### config.mk
export PLATFORM = sky130hd
export DESIGN_NAME = day_night_mode_controller
export DESIGN_NICKNAME = d
export VERILOG_FILES = /design/src/rtl/dnmc_pkg.sv /design/src/rtl/dnmc_window.sv /design/src/rtl/day_night_mode_controller.sv
export VERILOG_INCLUDE_DIRS = /design/src /design/src/rtl
export SDC_FILE = /design/constraint.sdc
export NUM_CORES = 1
export LEC_CHECK = 0
export ABC_AREA = 1
export BUFFER_PORTS_ARGS = -buffer_cell sky130_fd_sc_hd__buf_2
export CORE_ASPECT_RATIO = 1.1
export CORE_UTILIZATION = 63
export DETAILED_ROUTE_END_ITERATION = 10
export PLACE_DENSITY = 0.81
export SYNTH_ARGS = -nofsm -noshare
export SYNTH_HDL_FRONTEND = slang
export SYNTH_SLANG_ARGS = --single-unit
### constraint.sdc
create_clock -name clk -period 10.2 [get_ports clk]
set_input_delay 0.51 -clock clk [delete_from_list [all_inputs] [get_ports clk]]
set_output_delay 0.51 -clock clk [all_outputs]
set_load 0.02 [all_outputs]
### src/rtl/assert_macros.svh
// Assertion macros shared by the RTL of the day/night mode controller.
// Each macro expects signals named clk and rst_n in the scope where it is used.
`ifndef ASSERT_MACROS_SVH
`define ASSERT_MACROS_SVH

// Same-cycle implication, checked outside of reset.
`define ASSERT_IMPLIES(label, ante, cons, msg) \
  label: assert property (@(posedge clk) disable iff (!rst_n) (ante) |-> (cons)) \
    else $error(msg);

// Next-cycle implication, checked outside of reset.
`define ASSERT_NEXT(label, ante, cons, msg) \
  label: assert property (@(posedge clk) disable iff (!rst_n) (ante) |=> (cons)) \
    else $error(msg);

`endif

### src/rtl/dnmc_pkg.sv
// Package for the day/night mode controller: item types, register indexes,
// reset values and the schedule distance functions. No dependencies.
package dnmc_pkg;

  // Configuration port geometry.
  localparam int unsigned CFG_IDX_W  = 4;
  localparam int unsigned CFG_DATA_W = 16;

  // Calendar constants.
  localparam int unsigned MINUTES_PER_DAY  = 1440;
  localparam int unsigned MINUTES_PER_HOUR = 60;

  // Register reset values.
  localparam logic [11:0] THRESHOLD_RST   = 12'd2048;
  localparam logic [10:0] DAY_START_RST   = 11'd420;
  localparam logic [10:0] NIGHT_START_RST = 11'd1320;
  localparam logic [7:0]  DAY_BRIGHT_RST  = 8'd150;
  localparam logic [7:0]  NIGHT_BRIGHT_RST = 8'd50;
  localparam logic [11:0] DAY_SPEED_RST   = 12'd256;
  localparam logic [11:0] NIGHT_SPEED_RST = 12'd256;
  localparam logic [15:0] HOLDOFF_RST     = 16'(10 * 1000);

  // Register indexes on the configuration port.
  typedef enum logic [CFG_IDX_W-1:0] {
    REG_LIGHT_THRESHOLD    = 4'd0,
    REG_DAY_START_MINUTE   = 4'd1,
    REG_NIGHT_START_MINUTE = 4'd2,
    REG_DAY_BRIGHTNESS     = 4'd3,
    REG_NIGHT_BRIGHTNESS   = 4'd4,
    REG_DAY_SPEED          = 4'd5,
    REG_NIGHT_SPEED        = 4'd6,
    REG_HOLDOFF_MS         = 4'd7
  } cfg_reg_t;

  // Kind of input item.
  typedef enum logic {
    ACT_LIGHT = 1'b0,
    ACT_SCHED = 1'b1
  } action_t;

  typedef struct packed {
    action_t     action;
    logic [11:0] sample;
    logic [31:0] now_ms;
    logic [4:0]  hour;
    logic [5:0]  minute;
  } in_item_t;

  typedef struct packed {
    logic        night_mode;
    logic        mode_changed;
    logic [7:0]  brightness;
    logic [11:0] speed_factor;
    logic [11:0] average_level;
    logic        scheduled_night;
    logic [10:0] next_check_minutes;
  } out_item_t;

  // Minute of day; out-of-range hours and minutes give up to 1923.
  function automatic logic [10:0] minute_of_day(input logic [4:0] hour,
                                                input logic [5:0] minute);
    minute_of_day = 11'(hour) * 11'(MINUTES_PER_HOUR) + 11'(minute);
  endfunction

  // Minutes from cur to start, modulo one day, with zero read as a full day.
  // The biased difference stays below 4928, so after subtracting two days
  // it is under two days and one more conditional subtraction finishes.
  function automatic logic [10:0] dist_to(input logic [10:0] start,
                                          input logic [10:0] cur);
    logic [12:0] x;
    x = 13'(start) + 13'(2 * MINUTES_PER_DAY) - 13'(cur);
    if (x >= 13'(2 * MINUTES_PER_DAY)) begin
      x = x - 13'(2 * MINUTES_PER_DAY);
    end
    if (x >= 13'(MINUTES_PER_DAY)) begin
      x = x - 13'(MINUTES_PER_DAY);
    end
    if (x == 13'd0) begin
      x = 13'(MINUTES_PER_DAY);
    end
    dist_to = x[10:0];
  endfunction

endpackage

### src/rtl/dnmc_window.sv
// Moving-average window of light readings: shift line, running sum and
// a reciprocal multiply for the average. Depends on dnmc_pkg.
module dnmc_window
  import dnmc_pkg::*;
#(
  parameter int unsigned WINDOW = 20
) (
  input  logic        clk,
  input  logic        rst_n,
  input  logic        shift_en,
  input  logic [11:0] sample_in,
  output logic [11:0] avg_level,
  output logic [11:0] avg_level_nxt
);

  // The sum of WINDOW 12-bit readings never wraps in SUM_W bits.
  localparam int unsigned LOG_W = $clog2(WINDOW);
  localparam int unsigned SUM_W = 12 + LOG_W;
  // Reciprocal with shift SHIFT is exact for every sum below 2^SUM_W.
  localparam int unsigned SHIFT = SUM_W + LOG_W;
  localparam int unsigned RECIP = ((1 << SHIFT) + WINDOW - 1) / WINDOW;
  localparam int unsigned RECIP_W = SHIFT - LOG_W + 2;
  localparam int unsigned PROD_W = SUM_W + RECIP_W;

  logic [11:0]        win_r [WINDOW];
  logic [SUM_W-1:0]   sum_r;
  logic [SUM_W-1:0]   sum_nxt;
  logic [11:0]        avg_r;
  logic [PROD_W-1:0]  prod;

  // Oldest reading leaves, the new one enters.
  assign sum_nxt = (sum_r - SUM_W'(win_r[WINDOW-1])) + SUM_W'(sample_in);

  // Divide by the window length through a multiply and a shift.
  assign prod          = PROD_W'(sum_nxt) * PROD_W'(RECIP);
  assign avg_level_nxt = prod[SHIFT +: 12];
  assign avg_level     = avg_r;

  // Shift line of readings.
  always_ff @(posedge clk) begin
    if (!rst_n) begin
      for (int i = 0; i < WINDOW; i++) begin
        win_r[i] <= 12'd0;
      end
    end else if (shift_en) begin
      win_r[0] <= sample_in;
      for (int i = 1; i < WINDOW; i++) begin
        win_r[i] <= win_r[i-1];
      end
    end
  end

  // Running sum and the average it gives.
  always_ff @(posedge clk) begin
    if (!rst_n) begin
      sum_r <= '0;
      avg_r <= THRESHOLD_RST;
    end else if (shift_en) begin
      sum_r <= sum_nxt;
      avg_r <= avg_level_nxt;
    end
  end

endmodule

### src/rtl/day_night_mode_controller.sv
// Day/night mode controller. Each item waits in the input register until the
// output register is free or drains, and its result is then registered there.
// One item is accepted in every cycle when the result side keeps up. The
// one-pass logic between those registers (running sum of the
// light window, a constant reciprocal multiply for the average, the mode
// decision and the schedule distance reduction) sets that rate. There is no
// clearing pass after reset. Configuration registers take writes at any time
// through cfg_*, indexes beyond the register list are ignored, and they must
// only be written while no item is in flight.
`include "assert_macros.svh"

module day_night_mode_controller
  import dnmc_pkg::*;
#(
  parameter int unsigned WINDOW = 20
) (
  input  logic                  clk,
  input  logic                  rst_n,
  // Input items
  input  logic                  in_valid,
  output logic                  in_ready,
  input  in_item_t              in_data,
  // Result items
  output logic                  out_valid,
  input  logic                  out_ready,
  output out_item_t             out_data,
  // Configuration writes
  input  logic                  cfg_valid,
  output logic                  cfg_ready,
  input  logic [CFG_IDX_W-1:0]  cfg_index,
  input  logic [CFG_DATA_W-1:0] cfg_data
);

  // Configuration registers.
  logic [11:0] threshold_r;
  logic [10:0] day_start_r;
  logic [10:0] night_start_r;
  logic [7:0]  day_bright_r;
  logic [7:0]  night_bright_r;
  logic [11:0] day_speed_r;
  logic [11:0] night_speed_r;
  logic [15:0] holdoff_r;

  // Pipeline registers and mode state.
  in_item_t    in_r;
  logic        in_vld_r;
  out_item_t   out_r;
  out_item_t   out_nxt;
  logic        out_vld_r;
  logic        night_r;
  logic        night_nxt;
  logic        sched_night_r;
  logic        sched_night_nxt;
  logic [31:0] last_change_r;
  logic [31:0] last_change_nxt;

  logic        advance;
  logic        light_item;
  logic [11:0] avg_level;
  logic [11:0] avg_level_nxt;
  logic [31:0] elapsed;
  logic        holdoff_ok;
  logic [10:0] cur_minute;
  logic [10:0] to_day;
  logic [10:0] to_night;

  // Handshake: an item moves to the output register when it is free or drains.
  assign advance    = in_vld_r && (!out_vld_r || out_ready);
  assign in_ready   = !in_vld_r || advance;
  assign out_valid  = out_vld_r;
  assign out_data   = out_r;
  assign cfg_ready  = 1'b1;
  assign light_item = (in_r.action == ACT_LIGHT);

  // Configuration register writes.
  always_ff @(posedge clk) begin
    if (!rst_n) begin
      threshold_r    <= THRESHOLD_RST;
      day_start_r    <= DAY_START_RST;
      night_start_r  <= NIGHT_START_RST;
      day_bright_r   <= DAY_BRIGHT_RST;
      night_bright_r <= NIGHT_BRIGHT_RST;
      day_speed_r    <= DAY_SPEED_RST;
      night_speed_r  <= NIGHT_SPEED_RST;
      holdoff_r      <= HOLDOFF_RST;
    end else if (cfg_valid) begin
      case (cfg_index)
        REG_LIGHT_THRESHOLD:    threshold_r    <= cfg_data[11:0];
        REG_DAY_START_MINUTE:   day_start_r    <= cfg_data[10:0];
        REG_NIGHT_START_MINUTE: night_start_r  <= cfg_data[10:0];
        REG_DAY_BRIGHTNESS:     day_bright_r   <= cfg_data[7:0];
        REG_NIGHT_BRIGHTNESS:   night_bright_r <= cfg_data[7:0];
        REG_DAY_SPEED:          day_speed_r    <= cfg_data[11:0];
        REG_NIGHT_SPEED:        night_speed_r  <= cfg_data[11:0];
        REG_HOLDOFF_MS:         holdoff_r      <= cfg_data[15:0];
        default: ;
      endcase
    end
  end

  // Input register.
  always_ff @(posedge clk) begin
    if (!rst_n) begin
      in_vld_r <= 1'b0;
    end else if (in_ready) begin
      in_vld_r <= in_valid;
    end
  end

  always_ff @(posedge clk) begin
    if (in_valid && in_ready) begin
      in_r <= in_data;
    end
  end

  // Light window; it shifts only for light items.
  dnmc_window #(
    .WINDOW (WINDOW)
  ) u_window (
    .clk           (clk),
    .rst_n         (rst_n),
    .shift_en      (advance && light_item),
    .sample_in     (in_r.sample),
    .avg_level     (avg_level),
    .avg_level_nxt (avg_level_nxt)
  );

  // Holdoff and schedule distances.
  assign elapsed    = in_r.now_ms - last_change_r;
  assign holdoff_ok = elapsed > 32'(holdoff_r);
  assign cur_minute = minute_of_day(in_r.hour, in_r.minute);
  assign to_day     = dist_to(day_start_r, cur_minute);
  assign to_night   = dist_to(night_start_r, cur_minute);

  // Mode decision and result assembly.
  always_comb begin
    night_nxt       = night_r;
    sched_night_nxt = sched_night_r;
    last_change_nxt = last_change_r;
    out_nxt         = '0;
    if (light_item) begin
      if (holdoff_ok) begin
        if ((avg_level_nxt < threshold_r) && !night_r) begin
          night_nxt       = 1'b1;
          last_change_nxt = in_r.now_ms;
        end else if (!sched_night_r && (avg_level_nxt >= threshold_r) && night_r) begin
          night_nxt       = 1'b0;
          last_change_nxt = in_r.now_ms;
        end
      end
      out_nxt.average_level      = avg_level_nxt;
      out_nxt.next_check_minutes = 11'd0;
    end else begin
      sched_night_nxt            = to_day < to_night;
      night_nxt                  = sched_night_nxt || (avg_level > threshold_r);
      out_nxt.average_level      = avg_level;
      out_nxt.next_check_minutes = night_nxt ? to_day : to_night;
    end
    out_nxt.night_mode      = night_nxt;
    out_nxt.mode_changed    = night_nxt != night_r;
    out_nxt.brightness      = night_nxt ? night_bright_r : day_bright_r;
    out_nxt.speed_factor    = night_nxt ? night_speed_r : day_speed_r;
    out_nxt.scheduled_night = sched_night_nxt;
  end

  // Mode state.
  always_ff @(posedge clk) begin
    if (!rst_n) begin
      night_r       <= 1'b0;
      sched_night_r <= 1'b0;
      last_change_r <= 32'd0;
    end else if (advance) begin
      night_r       <= night_nxt;
      sched_night_r <= sched_night_nxt;
      last_change_r <= last_change_nxt;
    end
  end

  // Output register.
  always_ff @(posedge clk) begin
    if (!rst_n) begin
      out_vld_r <= 1'b0;
    end else if (advance) begin
      out_vld_r <= 1'b1;
    end else if (out_ready) begin
      out_vld_r <= 1'b0;
    end
  end

  always_ff @(posedge clk) begin
    if (advance) begin
      out_r <= out_nxt;
    end
  end

  // A scheduled night always forces night mode, and only light items move
  // the change timestamp; mode state moves only when an item completes.
  `ASSERT_IMPLIES(a_sched_forces_night, sched_night_r, night_r,
                  "scheduled night without night mode")
  `ASSERT_NEXT(a_sched_keeps_stamp, advance && !light_item, $stable(last_change_r),
               "schedule item moved the change timestamp")
  `ASSERT_NEXT(a_state_holds, !advance,
               $stable(night_r) && $stable(sched_night_r) && $stable(last_change_r),
               "mode state changed without an item")

endmodule
== Word level (Yosys, flattened, before mapping) ==
Memory sizes are Yosys's and may differ from the RTL's.
Index checks and enable logic that the tools add are counted.

* Register bits: 257
* Bits in writable memories: 240
* Bits of input ports: 81
* Output and inout bits: 49
* Memories kept: 1

* $add $sub $neg: 12
* Multipliers: 2
* Magnitude comparators: 9
* Equality and inequality tests: 8
* Multiplexer cells: 43
* Bitwise logic cells: 21
* Reduce and logical (&&, ||, !) cells: 27

{| class="wikitable"
|+ Memories
! memory !! words !! width !! read ports !! clocked after Yosys merged registers in !! write ports !! line !! text
|-
| u_window.win_r || 20 || 12 || 20 || 0 || 20 || dnmc_window.sv:25 || <nowiki>logic [11:0] win_r [WINDOW];</nowiki>
|}

{| class="wikitable"
|+ Operators by type and width
! cell !! count
|-
| 2-to-1 mux 12 bit || 22
|-
| 2-to-1 mux 32 bit || 2
|-
| 2-to-1 mux 13 bit || 4
|-
| 2-to-1 mux 11 bit || 3
|-
| > comparator 32 x 16 -> 1 bit || 1
|-
| multiplier 17 x 16 -> 32 bit, second input constant || 1
|-
| subtractor 32 bit || 1
|-
| adder 11 x 12 -> 13 bit, second input constant || 2
|-
| >= comparator 13 x 11 -> 1 bit, second input constant || 2
|-
| >= comparator 13 x 12 -> 1 bit, second input constant || 2
|-
| logical NOT 13 bit || 2
|-
| subtractor 13 x 11 -> 13 bit || 2
|-
| subtractor 13 x 11 -> 13 bit, second input constant || 2
|-
| subtractor 13 x 12 -> 13 bit, second input constant || 2
|-
| OR 1 bit || 20
|-
| adder 17 x 12 -> 17 bit || 1
|-
| subtractor 17 x 12 -> 17 bit || 1
|-
| == test 4 x 3 -> 1 bit, second input constant || 4
|-
| AND reduction 2 bit || 8
|-
| >= comparator 12 bit || 1
|-
| > comparator 12 bit || 1
|-
| less-than comparator 12 bit || 1
|-
| adder 11 x 6 -> 11 bit || 1
|-
| less-than comparator 11 bit || 1
|-
| 13 further kinds || 35
|}

== Logic depth before layout (Yosys ltp) ==
* Depth in word-level cells: 13
* Gate-level depth with buffers: 57

== Hierarchy ==
From an unflattened synthesis, not the netlist that was laid out.

* Cells, all modules: 3648
* Area, all modules: 31411.4 um^2

{| class="wikitable"
|+ By module, submodules not included
! module !! instances !! cells an instance !! area each (um^2) !! sequential area each (um^2)
|-
| dnmc_window || 1 || 1758 || 16804.9 || 7787.5
|-
| day_night_mode_controller || 1 || 1890 || 14606.5 || 5585.4
|}

== Least setup slack after synthesis ==
OpenSTA, ideal clock, no wires.

* Path kind: reg2reg
* Start point: register in_r[47] (netlist name)
* End point: register out_r, in the netlist out_data[25], data pin
* Library setup time: 0.253 ns
* Arrival time: 8.768 ns
* Setup slack: 1.179 ns
* Stages on the path, launching flop included: 51
* Path buffers: 1
* Period minus slack after synthesis: 9.021 ns
* Cell sequence: edfxtp_1 > inv_1 > fa_1 > inv_1 > ha_1 > inv_1 > nor3_1 > a21oi_1 > o21ai_0 > nand2_1 > nand2_1 > a21oi_1 > o21ai_0 > nand2_1 > nand2_1 > a21oi_1 > o21bai_1 > xor2_1 > (+15 left out) > nand2_1 > a31oi_1 > o21ai_0 > xor2_1 > ha_1 > a21oi_1 > nor2_1 > a211oi_1 > nand3_1 > o21ai_0 > nand2_1 > inv_1 > nor2_1 > nand2_1 > nand3_2 > clkbuf_1 > nand3_1 > nand2_1

{| class="wikitable"
|+ RTL lines
! item !! line !! text
|-
| from (decl) || day_night_mode_controller.sv:45 || <nowiki>in_item_t in_r;</nowiki>
|-
| from (signal assigned) || day_night_mode_controller.sv:112 || <nowiki>in_r <= in_data;</nowiki>
|-
| to (signal assigned) || day_night_mode_controller.sv:192 || <nowiki>out_r <= out_nxt;</nowiki>
|-
| to (decl) || day_night_mode_controller.sv:47 || <nowiki>out_item_t out_r;</nowiki>
|}

==> results by stage <==
Outcome:
- The run finished with clean final reports.

STA:
- Derived from the worst setup path, the maximum achievable clock frequency is 102 MHz.
- The clock arrives with 0.0122 ns of skew.
- For the finished layout, the period the worst path requires is around 9.8 ns.
- The transition at the pin with the smallest max-transition slack is 1.08 ns.
- Setup violations remaining at the end of the flow were counted as 0.
- The final count of pins violating max slew is 0.
- The hold violation count in the final report came to 0.
- The post-route clock period utilization is 95.8%.
- In this run the tightest slew margin relative to its limit is about 28%.

Global route:
- Entering global routing, the biggest net connects around 130 pins.
- The number of global-route vias before repair is around 22000.
- The first global-routing pass estimated ~110000 um of wire.
- Summed over all layers, the global routing overflow is 0.
- The overall track demand over capacity in global routing is between 20% and 30%.
- The initial antenna violation count came to 0.

Clocking:
- The root buffer selected by CTS is sky130_fd_sc_hd__clkbuf_16.
- The number of buffers inserted during clock tree synthesis is 49.
- The clock latency of the later-clocked register in the worst-skew pair is around 0.61 ns.
- The buffer depth of the longest clock path is 3.
- The number of H-tree branching levels is 2.
- The CTS clock-pin slew for the worst setup and hold paths is around 0.060 ns.
- The sink count of the clock tree is ~500.
- The CTS tree is built.
- In this run, post-CTS hold repair placed 0 buffers.

Drt:
- In the final routing, the length of wire on met1 measures approximately 28000 um.
- The first-iteration detailed-routing DRC count is about 1500.
- Once detail routing completed, the nets flagged for antenna violations numbered 0.
- In the final routed layout, each cell accounts on average for 15.5 um.
- In the routed layout, each cell is associated on average with a via count of ~5.3.
- After detailed routing, the total wire length is about 65000 um.
- The routed wire length on met3 is approximately 3500 um.
- Detailed routing inserted a total of around 22000 vias.
- The met2 wirelength from detailed routing is 32000 um.
- Before antenna repair, the detailed router went through 5 iterations.
- The highest metal layer used by the detailed router is met4.
- The total DRC errors in the routed layout is 0.

Worst setup path:
- The slowest cell on the critical path is sky130_fd_sc_hd__fa_1.
- The top fanout value on the critical path is 11.
- The type of the setup path with the least slack is reg -> reg.
- The required time of the critical path is around 11 ns.
- The data arrival time at the worst-slack endpoint is around 10 ns.
- The startpoint class of the critical path is a register.
- For this run, the slowest stage of the critical path takes 0.58 ns.
- The kind of end point of the critical path is a register.
- The most numerous cell type found on the critical path is sky130_fd_sc_hd__inv_1.

Finish:
- The post-route netlist has between 10% and 20% of its cells at a drive strength greater than 1.
- The utilization of the core after routing is slightly above 70%.
- Leaving out fill and tap cells, the most frequent cells in the layout are 733 x sky130_fd_sc_hd__inv_1, 484 x sky130_fd_sc_hd__nand2_1, 393 x sky130_fd_sc_hd__nor2_1.
- After the flow finishes, the layout carries non-filler instances totaling 4222.
- The final-stage net count is roughly 4000.
- The library cell used most frequently in the layout, excluding fill and tap cells, is sky130_fd_sc_hd__inv_1.
- The number of diodes is 0.
- Compared with the post-synthesis result, the final layout area differs by 10.5%.

Synthesis:
- Synthesis produced a netlist with a net count of between 3000 and 4000.
- The synthesized instance count is approximately 3400.
- The average size of a mapped cell is a little under 9 um2.
- Yosys printed 0 warnings.
- The share of synthesized flip-flops with an asynchronous set or reset is 0%.
- Sequential elements use about 44% of the synthesized area.
- The most used flip-flop cell after synthesis is sky130_fd_sc_hd__edfxtp_1.
- The synthesized design contains about 340 enable-type register cells.
- Synthesis instantiated 56 different standard cells from the library.
- The synthesized cell area is approximately 30000 um2.
- The number of synthesized register bits is between 400 and 500.

Floorplan:
- For this design the top-level I/O count stands at 130.
- The floorplan has between 80 and 90 rows.
- The die width is 212 um.
- The floorplan step defined a die boundary enclosing around 49000 um2.
- The area of the core is ~48000 um2.
- The starting density of the core is between 60% and 70%.
- The floorplan step set the die height to roughly 230 um.

Placement:
- The detailed placement HPWL is 47600 um.
- Counting tap cells, the placed design contains a total of roughly 4100 instances.
- The placer congestion estimate is between 0.9 and 1.
- The count of buffers from port buffering is between 100 and 150.

Run:
- Across the run, the number of max-cap violations was 0.

Min path:
- The kind of path behind the tightest hold check is in -> reg.
## synth_stat cells (18+ instances only)
cell / instances / area share, %
sky130_fd_sc_hd__o21ai_0: 170 / 2.8
sky130_fd_sc_hd__edfxtp_1: 342 / 34
sky130_fd_sc_hd__nand3_1: 139 / 2.3
sky130_fd_sc_hd__a21oi_1: 185 / 3.0
sky130_fd_sc_hd__nand4_1: 23 / 0.47
sky130_fd_sc_hd__nor2_1: 394 / 4.9
sky130_fd_sc_hd__clkbuf_1: 62 / 0.76
sky130_fd_sc_hd__nand2_2: 33 / 0.68
sky130_fd_sc_hd__nand2_1: 489 / 6.0
sky130_fd_sc_hd__inv_1: 738 / 9.1
sky130_fd_sc_hd__fa_1: 111 / 7.3
sky130_fd_sc_hd__xor2_1: 58 / 1.7
sky130_fd_sc_hd__dfxtp_1: 155 / 10
sky130_fd_sc_hd__xnor2_1: 18 / 0.52
sky130_fd_sc_hd__ha_1: 287 / 12
## cells by family (layout without fill, tap and decap cells)
group                    Yosys count  after routing  synth area share (%)
XOR/XNOR                          76             76                  2.19
AND/OR/NAND/NOR                 1154           1154                  16.2
adder cells (fa/ha/maj)          398            398                  19.1
other                              1              1                0.0123
AO/OA/AOI/OAI                    449            449                  8.26
flip-flops                       497            497                  43.9
buffers and inverters            832           1002                  10.3
## per-layer routing
metal	GRT usage [%]	up-vias
met2	46.2	575
met1	34.7	10600
li1	-	11200
met5	0	-
met4	8.51	0
met3	4.44	138
## what timing repair did
item                                   4_1_cts  5_1_grt
endpoints found under the hold margin        0        0
setup endpoints to repair                   46       55
resized for setup                            2       55
pin swaps                                    0       14
buffers inserted                             0       12
gates cloned                                 0        1
## critical path, delay by kind of cell, from the launching register on
kind	cells	cell delay, ns
AOI/OAI and AO/OA	12	1.96
xor gates and xnor gates	2	0.49
adders and majority gates	10	4.34
buffers and inverters	9	0.95
DFF	1	0.33
and+or+nand+nor	12	1.47
## area by class of cell
type | count | area, um2
tap | 645 | 807
fill | 3605 | 14100
clock buffer | 65 | 1340
multi-input combinational | 2078 | 14100
timing repair buffer | 162 | 953
sequential | 497 | 13400
inverter | 750 | 2830
clock inverter | 25 | 233
## state kept, by name (all words and copies together), names as in the netlist, 8 cells and up
register and cells:
u_window.win_r 240, in_r 56, out_data 46, day_speed_r 12
day_bright_r 8, u_window.sum_r 17, night_bright_r 8, night_speed_r 12
threshold_r 12, last_change_r 32, night_start_r 11, holdoff_r 16
u_window.avg_level 12, day_start_r 11
## per-stage QoR
stage	setup WS (ns)	setup TNS, ns	hold slack [ns]	instance area, um2
2_1_floorplan	1.18	0	0.427	30400
3_3_place_gp	0.284	0	0.439	31700
5_1_grt	-0.256	-9.47	0.0453	33600
3_5_place_dp	-0.0238	-0.136	0.444	31700
4_1_cts	0.00418	0	0.0420	33300
6_report	0.425	0	0.0761	33600
## final timing paths
check | start | to | slack [ns] | cells past startpoint
setup / recovery | in_r[46]$_DFFE_PP_ | out_data[33]$_DFFE_PP_ | 0.42 | 45
hold / removal | in_data[8] | in_r[8]$_DFFE_PP_ | 0.08 | 1
setup reg to reg | in_r[46]$_DFFE_PP_ | out_data[33]$_DFFE_PP_ | 0.42 | 45
hold reg to reg | last_change_r[0]$_SDFFE_PN0P_ | last_change_r[0]$_SDFFE_PN0P_ | 0.45 | 2
Power is left out: the tool's default activity adds up to more than one toggle a clock period on the data nets, which glitch-free logic cannot reach.
